### config.mk
export PLATFORM = sky130hd
export DESIGN_NAME = i2c_master_bit_sequencer
export DESIGN_NICKNAME = d
export VERILOG_FILES = /design/src/rtl/ims_pkg.sv /design/src/rtl/i2c_master_bit_sequencer.sv /design/src/rtl/ims_step_logic.sv
export SDC_FILE = /design/constraint.sdc
export NUM_CORES = 1
export LEC_CHECK = 0
export BUFFER_PORTS_ARGS = -buffer_cell sky130_fd_sc_hd__buf_4
export CELL_PAD_IN_SITES_DETAIL_PLACEMENT = 1
export CELL_PAD_IN_SITES_GLOBAL_PLACEMENT = 1
export CORE_MARGIN = 3
export CORE_UTILIZATION = 30
export CTS_CLUSTER_SIZE = 20
export DETAILED_ROUTE_END_ITERATION = 10
export PLACE_DENSITY_LB_ADDON = 0.1
export SYNTH_ARGS = -nofsm -noshare
export SYNTH_HDL_FRONTEND = slang
export SYNTH_HIERARCHICAL = 1
export SYNTH_SLANG_ARGS = --single-unit
### constraint.sdc
create_clock -name clk -period 5 [get_ports clk]
set_input_delay 1 -clock clk [delete_from_list [all_inputs] [get_ports clk]]
set_output_delay 1 -clock clk [all_outputs]
set_load 0.05 [all_outputs]
### src/rtl/ims_pkg.sv
// ims_pkg: shared types and constants for the i2c master bit sequencer
// holds the command codes, the sequencer state record and the result record
// no dependencies
package ims_pkg;

    // fixed field widths
    localparam int DATA_BITS   = 8;
    localparam int ADDR_BITS   = 7;
    localparam int KIND_W      = 3;
    localparam int PHASE_W     = 16;
    localparam int HOLD_W      = 8;
    localparam int STEP_W      = 2;
    localparam int BIT_IDX_W   = 4;
    localparam int CFG_IDX_W   = 1;
    localparam int CFG_DATA_W  = 16;
    localparam int IN_TDATA_W  = 16;
    localparam int OUT_TDATA_W = 16;

    // configuration register indexes
    localparam logic [CFG_IDX_W-1:0] CFG_PHASE_TICKS   = 1'd0;
    localparam logic [CFG_IDX_W-1:0] CFG_RW_HOLD_TICKS = 1'd1;

    // configuration reset values
    localparam logic [PHASE_W-1:0] PHASE_TICKS_RESET   = 16'd1;
    localparam logic [HOLD_W-1:0]  RW_HOLD_TICKS_RESET = 8'd4;

    // request kinds; idle shares the tick code as the active command
    typedef enum logic [KIND_W-1:0] {
        KIND_TICK   = 3'd0,
        KIND_START  = 3'd1,
        KIND_STOP   = 3'd2,
        KIND_WBYTE  = 3'd3,
        KIND_WADDR  = 3'd4,
        KIND_CHECK  = 3'd5,
        KIND_READ   = 3'd6,
        KIND_SACK   = 3'd7
    } kind_t;

    // sequencer state
    typedef struct packed {
        kind_t                  cmd;
        logic [STEP_W-1:0]      step;
        logic [BIT_IDX_W-1:0]   bit_idx;
        logic [DATA_BITS-1:0]   shift;
        logic [PHASE_W-1:0]     tick;
        logic                   scl;
        logic                   sda_drive;
        logic                   sda_level;
        logic                   ack;
        logic [DATA_BITS-1:0]   rdata;
    } seq_state_t;

    // configuration seen by the step logic
    typedef struct packed {
        logic [PHASE_W-1:0] phase_ticks;
        logic [HOLD_W-1:0]  rw_hold_ticks;
    } seq_cfg_t;

    // one result request
    typedef struct packed {
        logic                 rejected;
        logic                 ack_ok;
        logic [DATA_BITS-1:0] read_data;
        logic                 done_res;
        logic                 busy_res;
        logic                 sda_level;
        logic                 sda_drive;
        logic                 scl;
    } seq_result_t;

endpackage

### src/rtl/i2c_master_bit_sequencer.sv
// i2c_master_bit_sequencer: top level of the i2c master bit sequencer
// request stage, step logic and result stage; depends on ims_pkg, ims_step_logic
// timing: an accepted request is held in the request register, then stepped into the
// result register once the result side is free; m_tready low stalls it
// throughput: one request per cycle while m_tready keeps the result side free, set by the
// combinational step logic between the request register and the result register
// reset: idle, scl high, sda released, phase_ticks 1, rw_hold_ticks 4
module i2c_master_bit_sequencer
(
    input  logic                                clk,
    input  logic                                rst_n,
    // configuration writes
    input  logic                                cfg_we,
    input  logic [ims_pkg::CFG_IDX_W-1:0]       cfg_index,
    input  logic [ims_pkg::CFG_DATA_W-1:0]      cfg_data,
    // request side
    input  logic                                s_tvalid,
    output logic                                s_tready,
    // [7:0] data_byte, [8] rw_bit, [9] sda_in, [15:10] zero
    input  logic [ims_pkg::IN_TDATA_W-1:0]      s_tdata,
    // [2:0] kind
    input  logic [ims_pkg::KIND_W-1:0]          s_tuser,
    // result side
    output logic                                m_tvalid,
    input  logic                                m_tready,
    // [0] scl, [1] sda_drive, [2] sda_level, [3] busy_res, [4] done_res,
    // [12:5] read_data, [13] ack_ok, [14] rejected, [15] zero
    output logic [ims_pkg::OUT_TDATA_W-1:0]     m_tdata
);

    logic                               in_valid_reg;
    ims_pkg::kind_t                     in_kind_reg;
    logic [ims_pkg::DATA_BITS-1:0]      in_data_reg;
    logic                               in_rw_reg;
    logic                               in_sda_reg;

    logic                               m_tvalid_reg;
    ims_pkg::seq_result_t               result_reg;

    ims_pkg::seq_state_t                state_reg;
    ims_pkg::seq_state_t                state_next;
    ims_pkg::seq_result_t               result_next;
    ims_pkg::seq_cfg_t                  cfg_reg;

    logic                               in_fire;
    logic                               proc_fire;

    // handshakes
    assign proc_fire = in_valid_reg && (!m_tvalid_reg || m_tready);
    assign s_tready  = !in_valid_reg || proc_fire;
    assign in_fire   = s_tvalid && s_tready;

    // step logic
    ims_step_logic u_step
    (
        .state      (state_reg),
        .cfg        (cfg_reg),
        .kind       (in_kind_reg),
        .data_byte  (in_data_reg),
        .rw_bit     (in_rw_reg),
        .sda_in     (in_sda_reg),
        .state_next (state_next),
        .result     (result_next)
    );

    // configuration registers
    always_ff @(posedge clk or negedge rst_n)
    begin
        if (!rst_n)
        begin
            cfg_reg.phase_ticks   <= ims_pkg::PHASE_TICKS_RESET;
            cfg_reg.rw_hold_ticks <= ims_pkg::RW_HOLD_TICKS_RESET;
        end
        else if (cfg_we)
        begin
            unique case (cfg_index)
                ims_pkg::CFG_PHASE_TICKS:
                    cfg_reg.phase_ticks <= cfg_data;
                ims_pkg::CFG_RW_HOLD_TICKS:
                    cfg_reg.rw_hold_ticks <= cfg_data[ims_pkg::HOLD_W-1:0];
                default:
                    cfg_reg <= cfg_reg;
            endcase
        end
    end

    // control: request valid, result valid, sequencer state
    always_ff @(posedge clk or negedge rst_n)
    begin
        if (!rst_n)
        begin
            in_valid_reg        <= 1'b0;
            m_tvalid_reg        <= 1'b0;
            state_reg.cmd       <= ims_pkg::KIND_TICK;
            state_reg.step      <= '0;
            state_reg.bit_idx   <= '0;
            state_reg.shift     <= '0;
            state_reg.tick      <= '0;
            state_reg.scl       <= 1'b1;
            state_reg.sda_drive <= 1'b0;
            state_reg.sda_level <= 1'b1;
            state_reg.ack       <= 1'b0;
            state_reg.rdata     <= '0;
        end
        else
        begin
            if (in_fire)
                in_valid_reg <= 1'b1;
            else if (proc_fire)
                in_valid_reg <= 1'b0;

            if (proc_fire)
            begin
                m_tvalid_reg <= 1'b1;
                state_reg    <= state_next;
            end
            else if (m_tready)
            begin
                m_tvalid_reg <= 1'b0;
            end
        end
    end

    // payload registers
    always_ff @(posedge clk)
    begin
        if (in_fire)
        begin
            in_kind_reg <= ims_pkg::kind_t'(s_tuser);
            in_data_reg <= s_tdata[ims_pkg::DATA_BITS-1:0];
            in_rw_reg   <= s_tdata[ims_pkg::DATA_BITS];
            in_sda_reg  <= s_tdata[ims_pkg::DATA_BITS+1];
        end
        if (proc_fire)
            result_reg <= result_next;
    end

    assign m_tvalid = m_tvalid_reg;
    assign m_tdata  = {1'b0, result_reg};

endmodule

### src/rtl/ims_step_logic.sv
// ims_step_logic: next-state and result logic for one request
// applies a command or a tick to the current bus sequencer state
// depends on ims_pkg
module ims_step_logic
(
    input  ims_pkg::seq_state_t                 state,
    input  ims_pkg::seq_cfg_t                   cfg,
    input  ims_pkg::kind_t                      kind,
    input  logic [ims_pkg::DATA_BITS-1:0]       data_byte,
    input  logic                                rw_bit,
    input  logic                                sda_in,
    output ims_pkg::seq_state_t                 state_next,
    output ims_pkg::seq_result_t                result
);

    // phases per bit for each command
    function automatic logic [2:0] steps_per_bit(input ims_pkg::kind_t c);
        case (c) inside
            ims_pkg::KIND_START, ims_pkg::KIND_STOP, ims_pkg::KIND_CHECK: return 3'd4;
            ims_pkg::KIND_WBYTE, ims_pkg::KIND_WADDR, ims_pkg::KIND_SACK: return 3'd3;
            ims_pkg::KIND_READ:                                           return 3'd2;
            default:                                                      return 3'd1;
        endcase
    endfunction

    // bits sent or received by each command
    function automatic logic [ims_pkg::BIT_IDX_W-1:0] bit_count(input ims_pkg::kind_t c);
        case (c) inside
            ims_pkg::KIND_WBYTE, ims_pkg::KIND_READ:
                return ims_pkg::BIT_IDX_W'(ims_pkg::DATA_BITS);
            ims_pkg::KIND_WADDR:
                return ims_pkg::BIT_IDX_W'(ims_pkg::ADDR_BITS + 1);
            default:
                return ims_pkg::BIT_IDX_W'(1);
        endcase
    endfunction

    // pin changes made on entry to a phase
    function automatic ims_pkg::seq_state_t enter_phase(input ims_pkg::seq_state_t s);
        ims_pkg::seq_state_t r;
        logic                b;
        r = s;
        // current bit, msb first
        b = s.shift[~s.bit_idx[2:0]];
        case (s.cmd) inside
            ims_pkg::KIND_START, ims_pkg::KIND_STOP:
            begin
                case (s.step)
                    2'd0: r.scl = 1'b0;
                    2'd1:
                    begin
                        r.sda_drive = 1'b1;
                        r.sda_level = (s.cmd == ims_pkg::KIND_START);
                    end
                    2'd2: r.scl = 1'b1;
                    default: r.sda_level = (s.cmd != ims_pkg::KIND_START);
                endcase
            end
            ims_pkg::KIND_WBYTE, ims_pkg::KIND_WADDR:
            begin
                case (s.step)
                    2'd0: r.scl = 1'b0;
                    2'd1:
                    begin
                        r.sda_drive = 1'b1;
                        r.sda_level = b;
                    end
                    2'd2: r.scl = 1'b1;
                    default: r.scl = s.scl;
                endcase
            end
            ims_pkg::KIND_CHECK:
            begin
                case (s.step)
                    2'd0, 2'd3: r.scl = 1'b0;
                    2'd1:       r.sda_drive = 1'b0;
                    default:    r.scl = 1'b1;
                endcase
            end
            ims_pkg::KIND_READ:
            begin
                if (s.step == 2'd0)
                begin
                    r.sda_drive = 1'b0;
                    r.scl       = 1'b1;
                end
                else
                begin
                    r.scl = 1'b0;
                end
            end
            ims_pkg::KIND_SACK:
            begin
                if (s.step == 2'd0)
                begin
                    r.sda_drive = 1'b1;
                    r.sda_level = 1'b0;
                end
                else
                begin
                    r.scl = (s.step == 2'd1);
                end
            end
            default:
                r = s;
        endcase
        return r;
    endfunction

    logic                              busy;
    logic                              in_rw_hold;
    logic [ims_pkg::PHASE_W-1:0]       tick_inc;
    logic [ims_pkg::PHASE_W-1:0]       hold_len;
    logic [2:0]                        step_inc;
    logic [ims_pkg::BIT_IDX_W-1:0]     bit_inc;
    logic [ims_pkg::BIT_IDX_W-1:0]     nbits;
    logic                              done;
    logic                              rejected;
    ims_pkg::seq_state_t               nx;

    assign busy       = (state.cmd != ims_pkg::KIND_TICK);
    assign in_rw_hold = (state.cmd == ims_pkg::KIND_WADDR) && (state.step == 2'd3);
    assign tick_inc   = state.tick + ims_pkg::PHASE_W'(1);
    assign nbits      = bit_count(state.cmd);

    // phase length: the read/write hold or the configured phase, a zero phase_ticks read as one
    always_comb
    begin
        if (in_rw_hold)
            hold_len = ims_pkg::PHASE_W'(cfg.rw_hold_ticks);
        else if (cfg.phase_ticks == '0)
            hold_len = ims_pkg::PHASE_W'(1);
        else
            hold_len = cfg.phase_ticks;
    end

    // command start, rejection of a command while busy, or phase advance
    always_comb
    begin
        nx       = state;
        done     = 1'b0;
        rejected = 1'b0;
        step_inc = {1'b0, state.step} + 3'd1;
        bit_inc  = state.bit_idx;
        if (kind != ims_pkg::KIND_TICK)
        begin
            if (busy)
            begin
                rejected = 1'b1;
            end
            else
            begin
                nx.cmd     = kind;
                nx.step    = '0;
                nx.bit_idx = '0;
                nx.tick    = '0;
                if (kind == ims_pkg::KIND_WADDR)
                    nx.shift = {data_byte[ims_pkg::ADDR_BITS-1:0], rw_bit};
                else
                    nx.shift = data_byte;
                if (kind == ims_pkg::KIND_READ)
                    nx.rdata = '0;
                nx = enter_phase(nx);
            end
        end
        else if (busy)
        begin
            if (tick_inc >= hold_len)
            begin
                nx.tick = '0;
                // sample sda at the end of the scl-high phase
                if (state.cmd == ims_pkg::KIND_CHECK && state.step == 2'd2)
                    nx.ack = ~sda_in;
                if (state.cmd == ims_pkg::KIND_READ && state.step == 2'd0)
                    nx.rdata = {state.rdata[ims_pkg::DATA_BITS-2:0], sda_in};
                // next phase, next bit or finish
                if (step_inc >= steps_per_bit(state.cmd))
                begin
                    if (!(state.cmd == ims_pkg::KIND_WADDR && step_inc == 3'd3
                          && (state.bit_idx + ims_pkg::BIT_IDX_W'(1)) == nbits
                          && cfg.rw_hold_ticks != '0))
                    begin
                        step_inc = 3'd0;
                        bit_inc  = state.bit_idx + ims_pkg::BIT_IDX_W'(1);
                        if (bit_inc >= nbits)
                            done = 1'b1;
                    end
                end
                if (done)
                begin
                    nx.cmd     = ims_pkg::KIND_TICK;
                    nx.step    = '0;
                    nx.bit_idx = '0;
                end
                else
                begin
                    nx.step    = step_inc[ims_pkg::STEP_W-1:0];
                    nx.bit_idx = bit_inc;
                    nx         = enter_phase(nx);
                end
            end
            else
            begin
                nx.tick = tick_inc;
            end
        end
    end

    assign state_next = nx;

    // result fields
    always_comb
    begin
        result.scl       = nx.scl;
        result.sda_drive = nx.sda_drive;
        result.sda_level = nx.sda_level;
        result.busy_res  = (nx.cmd != ims_pkg::KIND_TICK);
        result.done_res  = done;
        result.read_data = nx.rdata;
        result.ack_ok    = nx.ack;
        result.rejected  = rejected;
    end

endmodule
==> results of run 1 <==
==> repair_timing <==
item,CTS,global route
hold buffers,0,0
gates resized for setup,0,1
setup endpoints to repair,0,2
==> worst min-delay path by stage <==
stage | cells past startpoint | to | slack [ns] | startpoint
after global placement | 1 | state_reg[7] | 0.49 | state_reg[7]
after global routing | 1 | state_reg[8] | 0.54 | state_reg[8]
after floorplan | 1 | state_reg[19] | 0.48 | state_reg[19]
final | 1 | state_reg[8] | 0.51 | state_reg[8]
after CTS | 1 | state_reg[8] | 0.51 | state_reg[8]
after detailed placement | 1 | state_reg[8] | 0.50 | state_reg[8]
==> layout make-up <==
type	count	share of cell area
Clock buffer	11	0.0325
Clock inverter	5	0.00857
Inverter	13	0.00682
Tap cell	270	0.0472
Timing Repair Buffer	59	0.0619
Sequential cell	99	0.367
Multi-Input combinational cell	409	0.476
==> per-layer routing <==
metal | track usage | vias to the layer above
met5 | 0 | -
met1 | 0.202 | 2201
met4 | 0.0445 | 0
li1 | - | 2110
met3 | 0.0208 | 14
met2 | 0.213 | 61
==> metrics by stage <==
stage	std cells	hold WS, ns	util
3_5_place_dp	850	0.498	0.333
4_1_cts	866	0.515	0.348
3_3_place_gp	850	0.488	0.333
5_1_grt	866	0.535	0.348
2_1_floorplan	564	0.476	-
6_report	866	0.510	0.348
==> critical path: stages, from the launching register on <==
cell      delay, ns
dfrtp_1        0.52
inv_1          0.14
ha_1           0.34
nand2b_1       0.25
o22ai_1        0.34
ha_1           0.20
nand3_1        0.09
a211oi_2       0.33
a21boi_4       0.16
nor2_1         0.33
inv_1          0.12
ha_1           0.27
nor2_1         0.19
a221o_1        0.17
a32oi_1        0.11
mux2i_1        0.16
o211ai_1       0.11
o31ai_1        0.37
mux2_2         0.22
==> cell usage in the layout, fill, tap and decap left out, types with 3 or more instances in the layout <==
master	n
nand3_1	14
mux2_4	49
o21a_1	3
nand2b_1	5
o21ai_0	27
o22ai_1	4
nor2_1	21
nor3_1	10
xnor2_1	9
o41ai_1	3
a32o_1	3
dfstp_2	4
o31ai_1	4
inv_1	13
edfxtp_1	28
a31oi_1	7
clkbuf_16	9
buf_4	59
mux2_2	22
nand2_1	61
a22o_2	9
nand4_1	6
dfrtp_1	67
mux2i_1	21
a21oi_1	18
nor2b_1	4
ha_1	36
and3_1	8
xor2_1	6
nor4_1	7
==> power by group through the flow <==
stage	sequential (mW)	clock (mW)	combinational, mW
2_1_floorplan	1.07	0	0.667
3_3_place_gp	1.07	0	0.896
3_5_place_dp	1.08	0	0.924
4_1_cts	1.06	0.752	0.927
5_1_grt	1.08	0.776	1.02
6_report	1.06	0.721	0.921
==> logic make-up (layout without fill, tap and decap cells) <==
family / Yosys count / in the layout / share of synthesized area
buffers and inverters: 56 / 88 / 0.0555
AO/OA/AOI/OAI: 103 / 103 / 0.112
XOR/XNOR: 16 / 16 / 0.0232
multiplexers: 95 / 95 / 0.198
AND/OR/NAND/NOR: 158 / 158 / 0.128
other: 1 / 1 / 0.000588
flip-flops: 99 / 99 / 0.411
adder cells (fa/ha/maj): 36 / 36 / 0.0707
==> summary.txt, run 1 <==
RSZ-0062 raised after global routing: no
Setup bufs post-CTS: 0
Total global-route track usage: 0.139
Mapped Nets: 641
Vias in the first global route: 4450
Max FFs per register: 45
Die Width: 152 um
Post-Syn Area: 0.00637 mm^2
Die area: 0.0230 mm^2
Final Hold Fails: 0
Yosys cell types: 73
Register Area: 0.00262 mm^2
Synth Instances: 564
Ys Warns: 6
Clock Latency Late Sink: 0.35 ns
Reg2reg start: state_reg[42]
Ant. Diodes: 0
Power Dens Cells: 378 mW/mm^2
Largest net degree at the start of global routing: 72
Hpwl dp: 11100 um
Status: complete, no violations
Cell Rows: 52
Reg2Reg Depth: 18
# Max-Cap Violations: 0
Crit path time final: 4.47 ns
Drt drc: 0
Share of cells above drive strength 1: 0.297
Synth Register Bits: 99
Final Wtd Congestion: 0.790
Switching Fraction: 0.350
Highest Signal Layer: met4
Overall Power: 2.70 mW
DR vias: 4386
Hold crit path type: flip-flop to flip-flop
Vias per cell: 5.06
Crit-path max FO: 8
Worst reg2reg path endpoint: state_reg[11]
Met3 wire length: 477 um
Syn Area/Cell: 11.3 um^2
Max VDD drop: 0.206 mV
Top cells by count, synth: 67 x dfrtp_1, 61 x nand2_1, 49 x mux2_4, 36 x ha_1, 28 x edfxtp_1
CP required: 5.29 ns
Slew @ Worst Pin: 1.00 ns
R2R setup slack: 0.53 ns
Final worst slack: 0.527 ns
Power share of the clock group: 0.267
WL per Instance: 17.8 um
Area of the multi-input gates: 0.00341 mm^2
Worst-path clk slew: 0.07 ns
CTS Sinks: 99
Crit path to: state_reg[11]
Crit path kind: flip-flop to flip-flop
Final Max Tran Viols: 0
CTS buffer count: 9
Remaining Overflow, GRT: 0
CTS root buffer: clkbuf_16
Antenna-violating nets left: 0
Int Pwr: 1.76 mW
Max Freq: 224 MHz
Clock Skew: 0.00921 ns
Cell area after layout: 0.00715 mm^2
Register share of total power: 0.392
# setup viols final: 0
Crit end category: flip-flop
Iteration-0 DRC Markers: 138
Area contributors post-synth: dfrtp_1 26%, edfxtp_1 13%, mux2_4 12%, ha_1 7.1%, mux2_2 3.9%
Final #Nets: 668
Sequential area share after synthesis: 0.411
M1 WL: 7800 um
Met2 routed WL: 6930 um
Final Cycle Share: 0.895
Worst setup path startpoint: state_reg[42]
Net Sw Power: 0.945 mW
Initial Util: 0.310
Arrival @ worst endpoint: 4.77 ns
Combinational group share of total power: 0.341
Placed Area: 0.00685 mm^2
Slew HR: 0.328
Final-layout fill cell count: 2315
Ys flop type: dfrtp_1
Antenna violations before repair: 0
First-pass DRT Iterations: 4
Port Buffers: 51
Core area: 0.0206 mm^2
Most frequent cell after synthesis: dfrtp_1
Post-Route WL: 15400 um
Clock Path Buffers: 2
Synth area leader: dfrtp_1
Crit start category: flip-flop
Share of the synthesized area in the top cell type: 0.263
H-Tree Depth: 3
Leak: 3.17 nW
Final setup TNS: 0 ns
Area added between synthesis and finish: 12.2%
CTS tree: done
EDFF count, synth: 28
Num ports: 59
Chip height: 152 um
Global-route wire length before repair: 24800 um
Post-Place Worst Slack: 0.415 ns
Async set-or-reset flop fraction in the synthesized netlist: 0.717
Power figures use the tool's default switching activity.
==> inputs of run 2 (changes only) <==
--- a/config.mk
+++ b/config.mk
@@ -8,9 +8,8 @@
 export BUFFER_PORTS_ARGS = -buffer_cell sky130_fd_sc_hd__buf_4
 export CELL_PAD_IN_SITES_DETAIL_PLACEMENT = 1
 export CELL_PAD_IN_SITES_GLOBAL_PLACEMENT = 1
-export CORE_MARGIN = 3
+export CORE_MARGIN = 2
 export CORE_UTILIZATION = 30
-export CTS_CLUSTER_SIZE = 20
 export DETAILED_ROUTE_END_ITERATION = 10
 export PLACE_DENSITY_LB_ADDON = 0.1
 export SYNTH_ARGS = -nofsm -noshare
==> summary.txt, run 2 (synthesis results as in run 1) <==
Final worst slack: 0.466 ns
Status: complete, no violations
Die area: 0.0224 mm^2
Crit end category: flip-flop
Post-Place Worst Slack: 0.389 ns
Arrival @ worst endpoint: 4.81 ns
Global-route wire length before repair: 25500 um
Max Freq: 221 MHz
Max VDD drop: 0.177 mV
Vias in the first global route: 4594
Clock Latency Late Sink: 0.35 ns
WL per Instance: 17.9 um
Drt drc: 0
Antenna violations before repair: 0
Slew @ Worst Pin: 1.02 ns
CTS buffer count: 9
Final Hold Fails: 0
Setup bufs post-CTS: 0
Max FFs per register: 45
Largest net degree at the start of global routing: 72
# setup viols final: 0
CTS root buffer: clkbuf_16
Chip height: 150 um
Commonest non-fill, non-tap cell in the layout: dfrtp_1
Area added between synthesis and finish: 12.4%
Remaining Overflow, GRT: 0
H-Tree Depth: 3
Final #Nets: 669
# resized after CTS: 0
Crit-path max FO: 8
Worst-path clk slew: 0.07 ns
Leak: 3.17 nW
CTS Sinks: 99
Slew HR: 0.316
Die Width: 150 um
Crit path time final: 4.53 ns
Cell Rows: 53
Final setup TNS: 0 ns
Worst reg2reg path endpoint: state_reg[9]
Clock Skew: 0.00613 ns
Hold buffers post-CTS: 0
Hpwl dp: 11200 um
Vias per cell: 4.96
Overall Power: 2.70 mW
Reg2Reg Depth: 18
Reg2reg start: state_reg[42]
R2R setup slack: 0.47 ns
Num ports: 59
Final Max Tran Viols: 0
RSZ-0062 raised after global routing: no
Antenna-violating nets left: 0
Share of cells above drive strength 1: 0.298
Crit path kind: flip-flop to flip-flop
# Max-Cap Violations: 0
DR vias: 4324
Initial Util: 0.304
CP required: 5.28 ns
Post-Route WL: 15600 um
Hold crit path type: flip-flop to flip-flop
Core area: 0.0210 mm^2
Hold_sp: state_reg[10]
Final Wtd Congestion: 0.775
Most frequent cells in the layout: 67 x dfrtp_1, 61 x nand2_1, 60 x buf_4
Clock Path Buffers: 2
Port Buffers: 51
Final Cycle Share: 0.907
Iteration-0 DRC Markers: 145
Total global-route track usage: 0.147
Final-layout fill cell count: 2341
First-pass DRT Iterations: 4
Power Dens Cells: 377 mW/mm^2
Hold path cells: 1
Crit start category: flip-flop
Hold Path End: state_reg[10]
Ant. Diodes: 0
CTS tree: done
run 2: how the worst max path moves through the flow:
stage	start	end	slack, ns	cells after the start
2_1_floorplan	state_reg[42]	state_reg[11]	1.15	20
6_report	state_reg[42]	state_reg[9]	0.47	18
5_1_grt	state_reg[42]	state_reg[9]	0.12	18
3_5_place_dp	state_reg[42]	state_reg[9]	0.39	18
3_3_place_gp	state_reg[42]	state_reg[9]	0.52	18
4_1_cts	state_reg[42]	state_reg[9]	0.36	18
run 2: cell type report:
| cell class | count | area [um^2] | area share |
|---|---|---|---|
| clock inverters | 6 | 65.1 | 0.00908 |
| repair buffers | 60 | 450 | 0.0629 |
| flip-flops and latches | 99 | 2620 | 0.366 |
| multi-input cells | 409 | 3410 | 0.475 |
| clock buffers | 10 | 229 | 0.0320 |
| inverters | 13 | 48.8 | 0.00681 |
| well taps | 275 | 344 | 0.0480 |
run 2: critical path, cell delays in order (launching register included):
cell and delay [ns]:
dfrtp_1 0.52, inv_1 0.14, ha_1 0.33, nand2b_1 0.25, o22ai_1 0.37, ha_1 0.21
nand3_1 0.09, a211oi_2 0.32, a21boi_4 0.16, nor2_1 0.33, inv_1 0.12, ha_1 0.27
o21a_1 0.20, nor4b_1 0.39, o21a_1 0.20, a211oi_1 0.04, nor2_1 0.12, a22oi_1 0.12
mux2_2 0.27
run 2: metrics by stage:
| step | hold slack, ns | utilization | cells | area [um^2] |
|---|---|---|---|---|
| floorplan | 0.476 | - | 564 | 6370 |
| global placement | 0.489 | 0.328 | 856 | 6870 |
| detailed placement | 0.497 | 0.328 | 856 | 6870 |
| CTS | 0.515 | 0.342 | 872 | 7160 |
| global route | 0.533 | 0.342 | 872 | 7170 |
| finish | 0.513 | 0.342 | 872 | 7170 |
run 2: power breakdown:
group,internal [mW],switching (mW)
Sequential,0.944,0.117
Combinational,0.420,0.497
Clock,0.389,0.334
Total,1.75,0.947
run 2: per-layer routing:
metal  track usage  share of wire  up-vias
met5             0              0        -
met4        0.0425          0.012        0
met3        0.0220          0.022       11
met2         0.238           0.46       51
met1         0.203           0.51     2152
li1              -              -     2110
==> inputs of run 3 (changes only) <==
--- a/config.mk
+++ b/config.mk
@@ -8,6 +8,7 @@
 export BUFFER_PORTS_ARGS = -buffer_cell sky130_fd_sc_hd__buf_4
 export CELL_PAD_IN_SITES_DETAIL_PLACEMENT = 1
 export CELL_PAD_IN_SITES_GLOBAL_PLACEMENT = 1
+export CORE_ASPECT_RATIO = 0.7
 export CORE_MARGIN = 2
 export CORE_UTILIZATION = 30
 export DETAILED_ROUTE_END_ITERATION = 10
==> constraint.sdc (replaced) <==
create_clock -name clk -period 4.5 [get_ports clk]
set_input_delay 0.9 -clock clk [delete_from_list [all_inputs] [get_ports clk]]
set_output_delay 0.9 -clock clk [all_outputs]
set_load 0.05 [all_outputs]
==> summary.txt, run 3 (synthesis results as in run 1) <==
Status: complete, no violations
Met2 GRT Util: 0.215
Max FFs per register: 45
Slew @ Worst Pin: 1.06 ns
Remaining Overflow, GRT: 0
Antenna-violating nets left: 0
Vias in the first global route: 4668
Leak: 3.25 nW
Hold crit path type: flip-flop to flip-flop
Reg2reg start: state_reg[44]
RSZ-0062 raised after global routing: no
CTS buffer count: 9
Ant. Diodes: 0
Vias per cell: 4.97
Initial Util: 0.306
Commonest non-fill, non-tap cell in the layout: buf_4
Die Width: 178 um
Hold buffers post-CTS: 0
Max Freq: 238 MHz
Post-Place Worst Slack: 0.310 ns
Post-Route WL: 16000 um
Busiest grt layer: met1
CP required: 4.79 ns
Final Cycle Share: 0.932
Hold slack: 0.513 ns
WL per Instance: 18.0 um
Crit-path max FO: 14
Met1 usage: 0.232
Final Hold Fails: 0
Setup bufs post-CTS: 0
Antenna violations before repair: 0
CTS root buffer: clkbuf_16
Max VDD drop: 0.146 mV
Layout Cells excl Fill: 887
Arrival @ worst endpoint: 4.49 ns
Final Max Tran Viols: 0
DR vias: 4407
Global-route wire length before repair: 25900 um
Power Dens Cells: 419 mW/mm^2
First-pass DRT Iterations: 4
Chip height: 126 um
Cell Rows: 44
Most frequent cells in the layout: 74 x buf_4, 67 x dfrtp_1, 61 x nand2_1
Hold_sp: state_reg[8]
# Max-Cap Violations: 0
Area added between synthesis and finish: 13.9%
Slew HR: 0.290
Crit end category: flip-flop
H-Tree Depth: 3
Clock Path Buffers: 2
Largest net degree at the start of global routing: 72
Port Buffers: 51
Final worst slack: 0.306 ns
Hpwl dp: 12000 um
# setup viols final: 0
Clock Skew: 0.00794 ns
Die area: 0.0224 mm^2
Iteration-0 DRC Markers: 169
Final #Nets: 683
Final setup TNS: 0 ns
M3 GR Usage: 0.0290
Overall Power: 3.04 mW
Worst setup path startpoint: state_reg[44]
Crit start category: flip-flop
Num ports: 59
Core area: 0.0208 mm^2
Share of cells above drive strength 1: 0.318
Clock Latency Late Sink: 0.36 ns
CTS Sinks: 99
CTS tree: done
Crit path kind: flip-flop to flip-flop
Final Wtd Congestion: 0.771
Total global-route track usage: 0.150
Worst-path clk slew: 0.07 ns
DP Cell Count: 871
Crit path time final: 4.19 ns
Drt drc: 0
-- run 3: path summary, 6_finish.rpt --
check,to,slack [ns],cells after the start
setup / recovery,state_reg[11],0.31,17
hold / removal,state_reg[8],0.51,1
setup reg to reg,state_reg[11],0.31,17
hold reg to reg,state_reg[8],0.51,1
max in group asynchronous,state_reg[42],3.18,1
min in group asynchronous,cfg_reg[6],0.70,1
-- run 3: stage by stage --
stage,utilization,area [um^2]
6_report,0.349,7260
5_1_grt,0.349,7260
4_1_cts,0.349,7250
3_5_place_dp,0.335,6970
3_3_place_gp,0.335,6970
2_1_floorplan,-,6370
-- run 3: power breakdown --
group	internal [mW]	switching (mW)	leakage [nW]	total [mW]
combinational	0.506	0.604	1.94	1.11
sequential	1.05	0.117	1.17	1.17
clock	0.385	0.381	0.142	0.766
-- run 3: cell type report --
cell class / count / area (um^2)
well taps: 276 / 345
flip-flops and latches: 99 / 2620
fillers: 2318 / 13600
multi-input cells: 409 / 3410
repair buffers: 74 / 556
clock inverters: 7 / 56.3
inverters: 13 / 48.8
clock buffers: 9 / 225
-- run 3: worst max-delay path: stages, from the launching register on --
cell and delay, ns:
dfrtp_1 0.65, nand2b_1 0.20, o22ai_1 0.39, ha_1 0.21, nand3_1 0.09, a211oi_1 0.23
buf_4 0.16, nand2_1 0.07, nand2_1 0.13, nand2_1 0.19, ha_1 0.31, nor2b_1 0.15
a221o_1 0.34, a32oi_1 0.32, mux2i_1 0.13, o211ai_1 0.15, o31ai_2 0.11, mux2_2 0.27
-- run 3: per-layer routing --
metal,vias up,routed length (um),part of all wire
li1,2147,-,-
met4,0,156,0.0097
met3,12,417,0.026
met5,-,0,0
met1,2197,8770,0.55
met2,51,6660,0.42
-- run 3: timing repair --
| item | 4_1_cts | 5_1_grt |
|---|---|---|
| endpoints found under the hold margin | 0 | 0 |
| gates resized for setup | 0 | 1 |
| setup endpoints to repair | 0 | 1 |
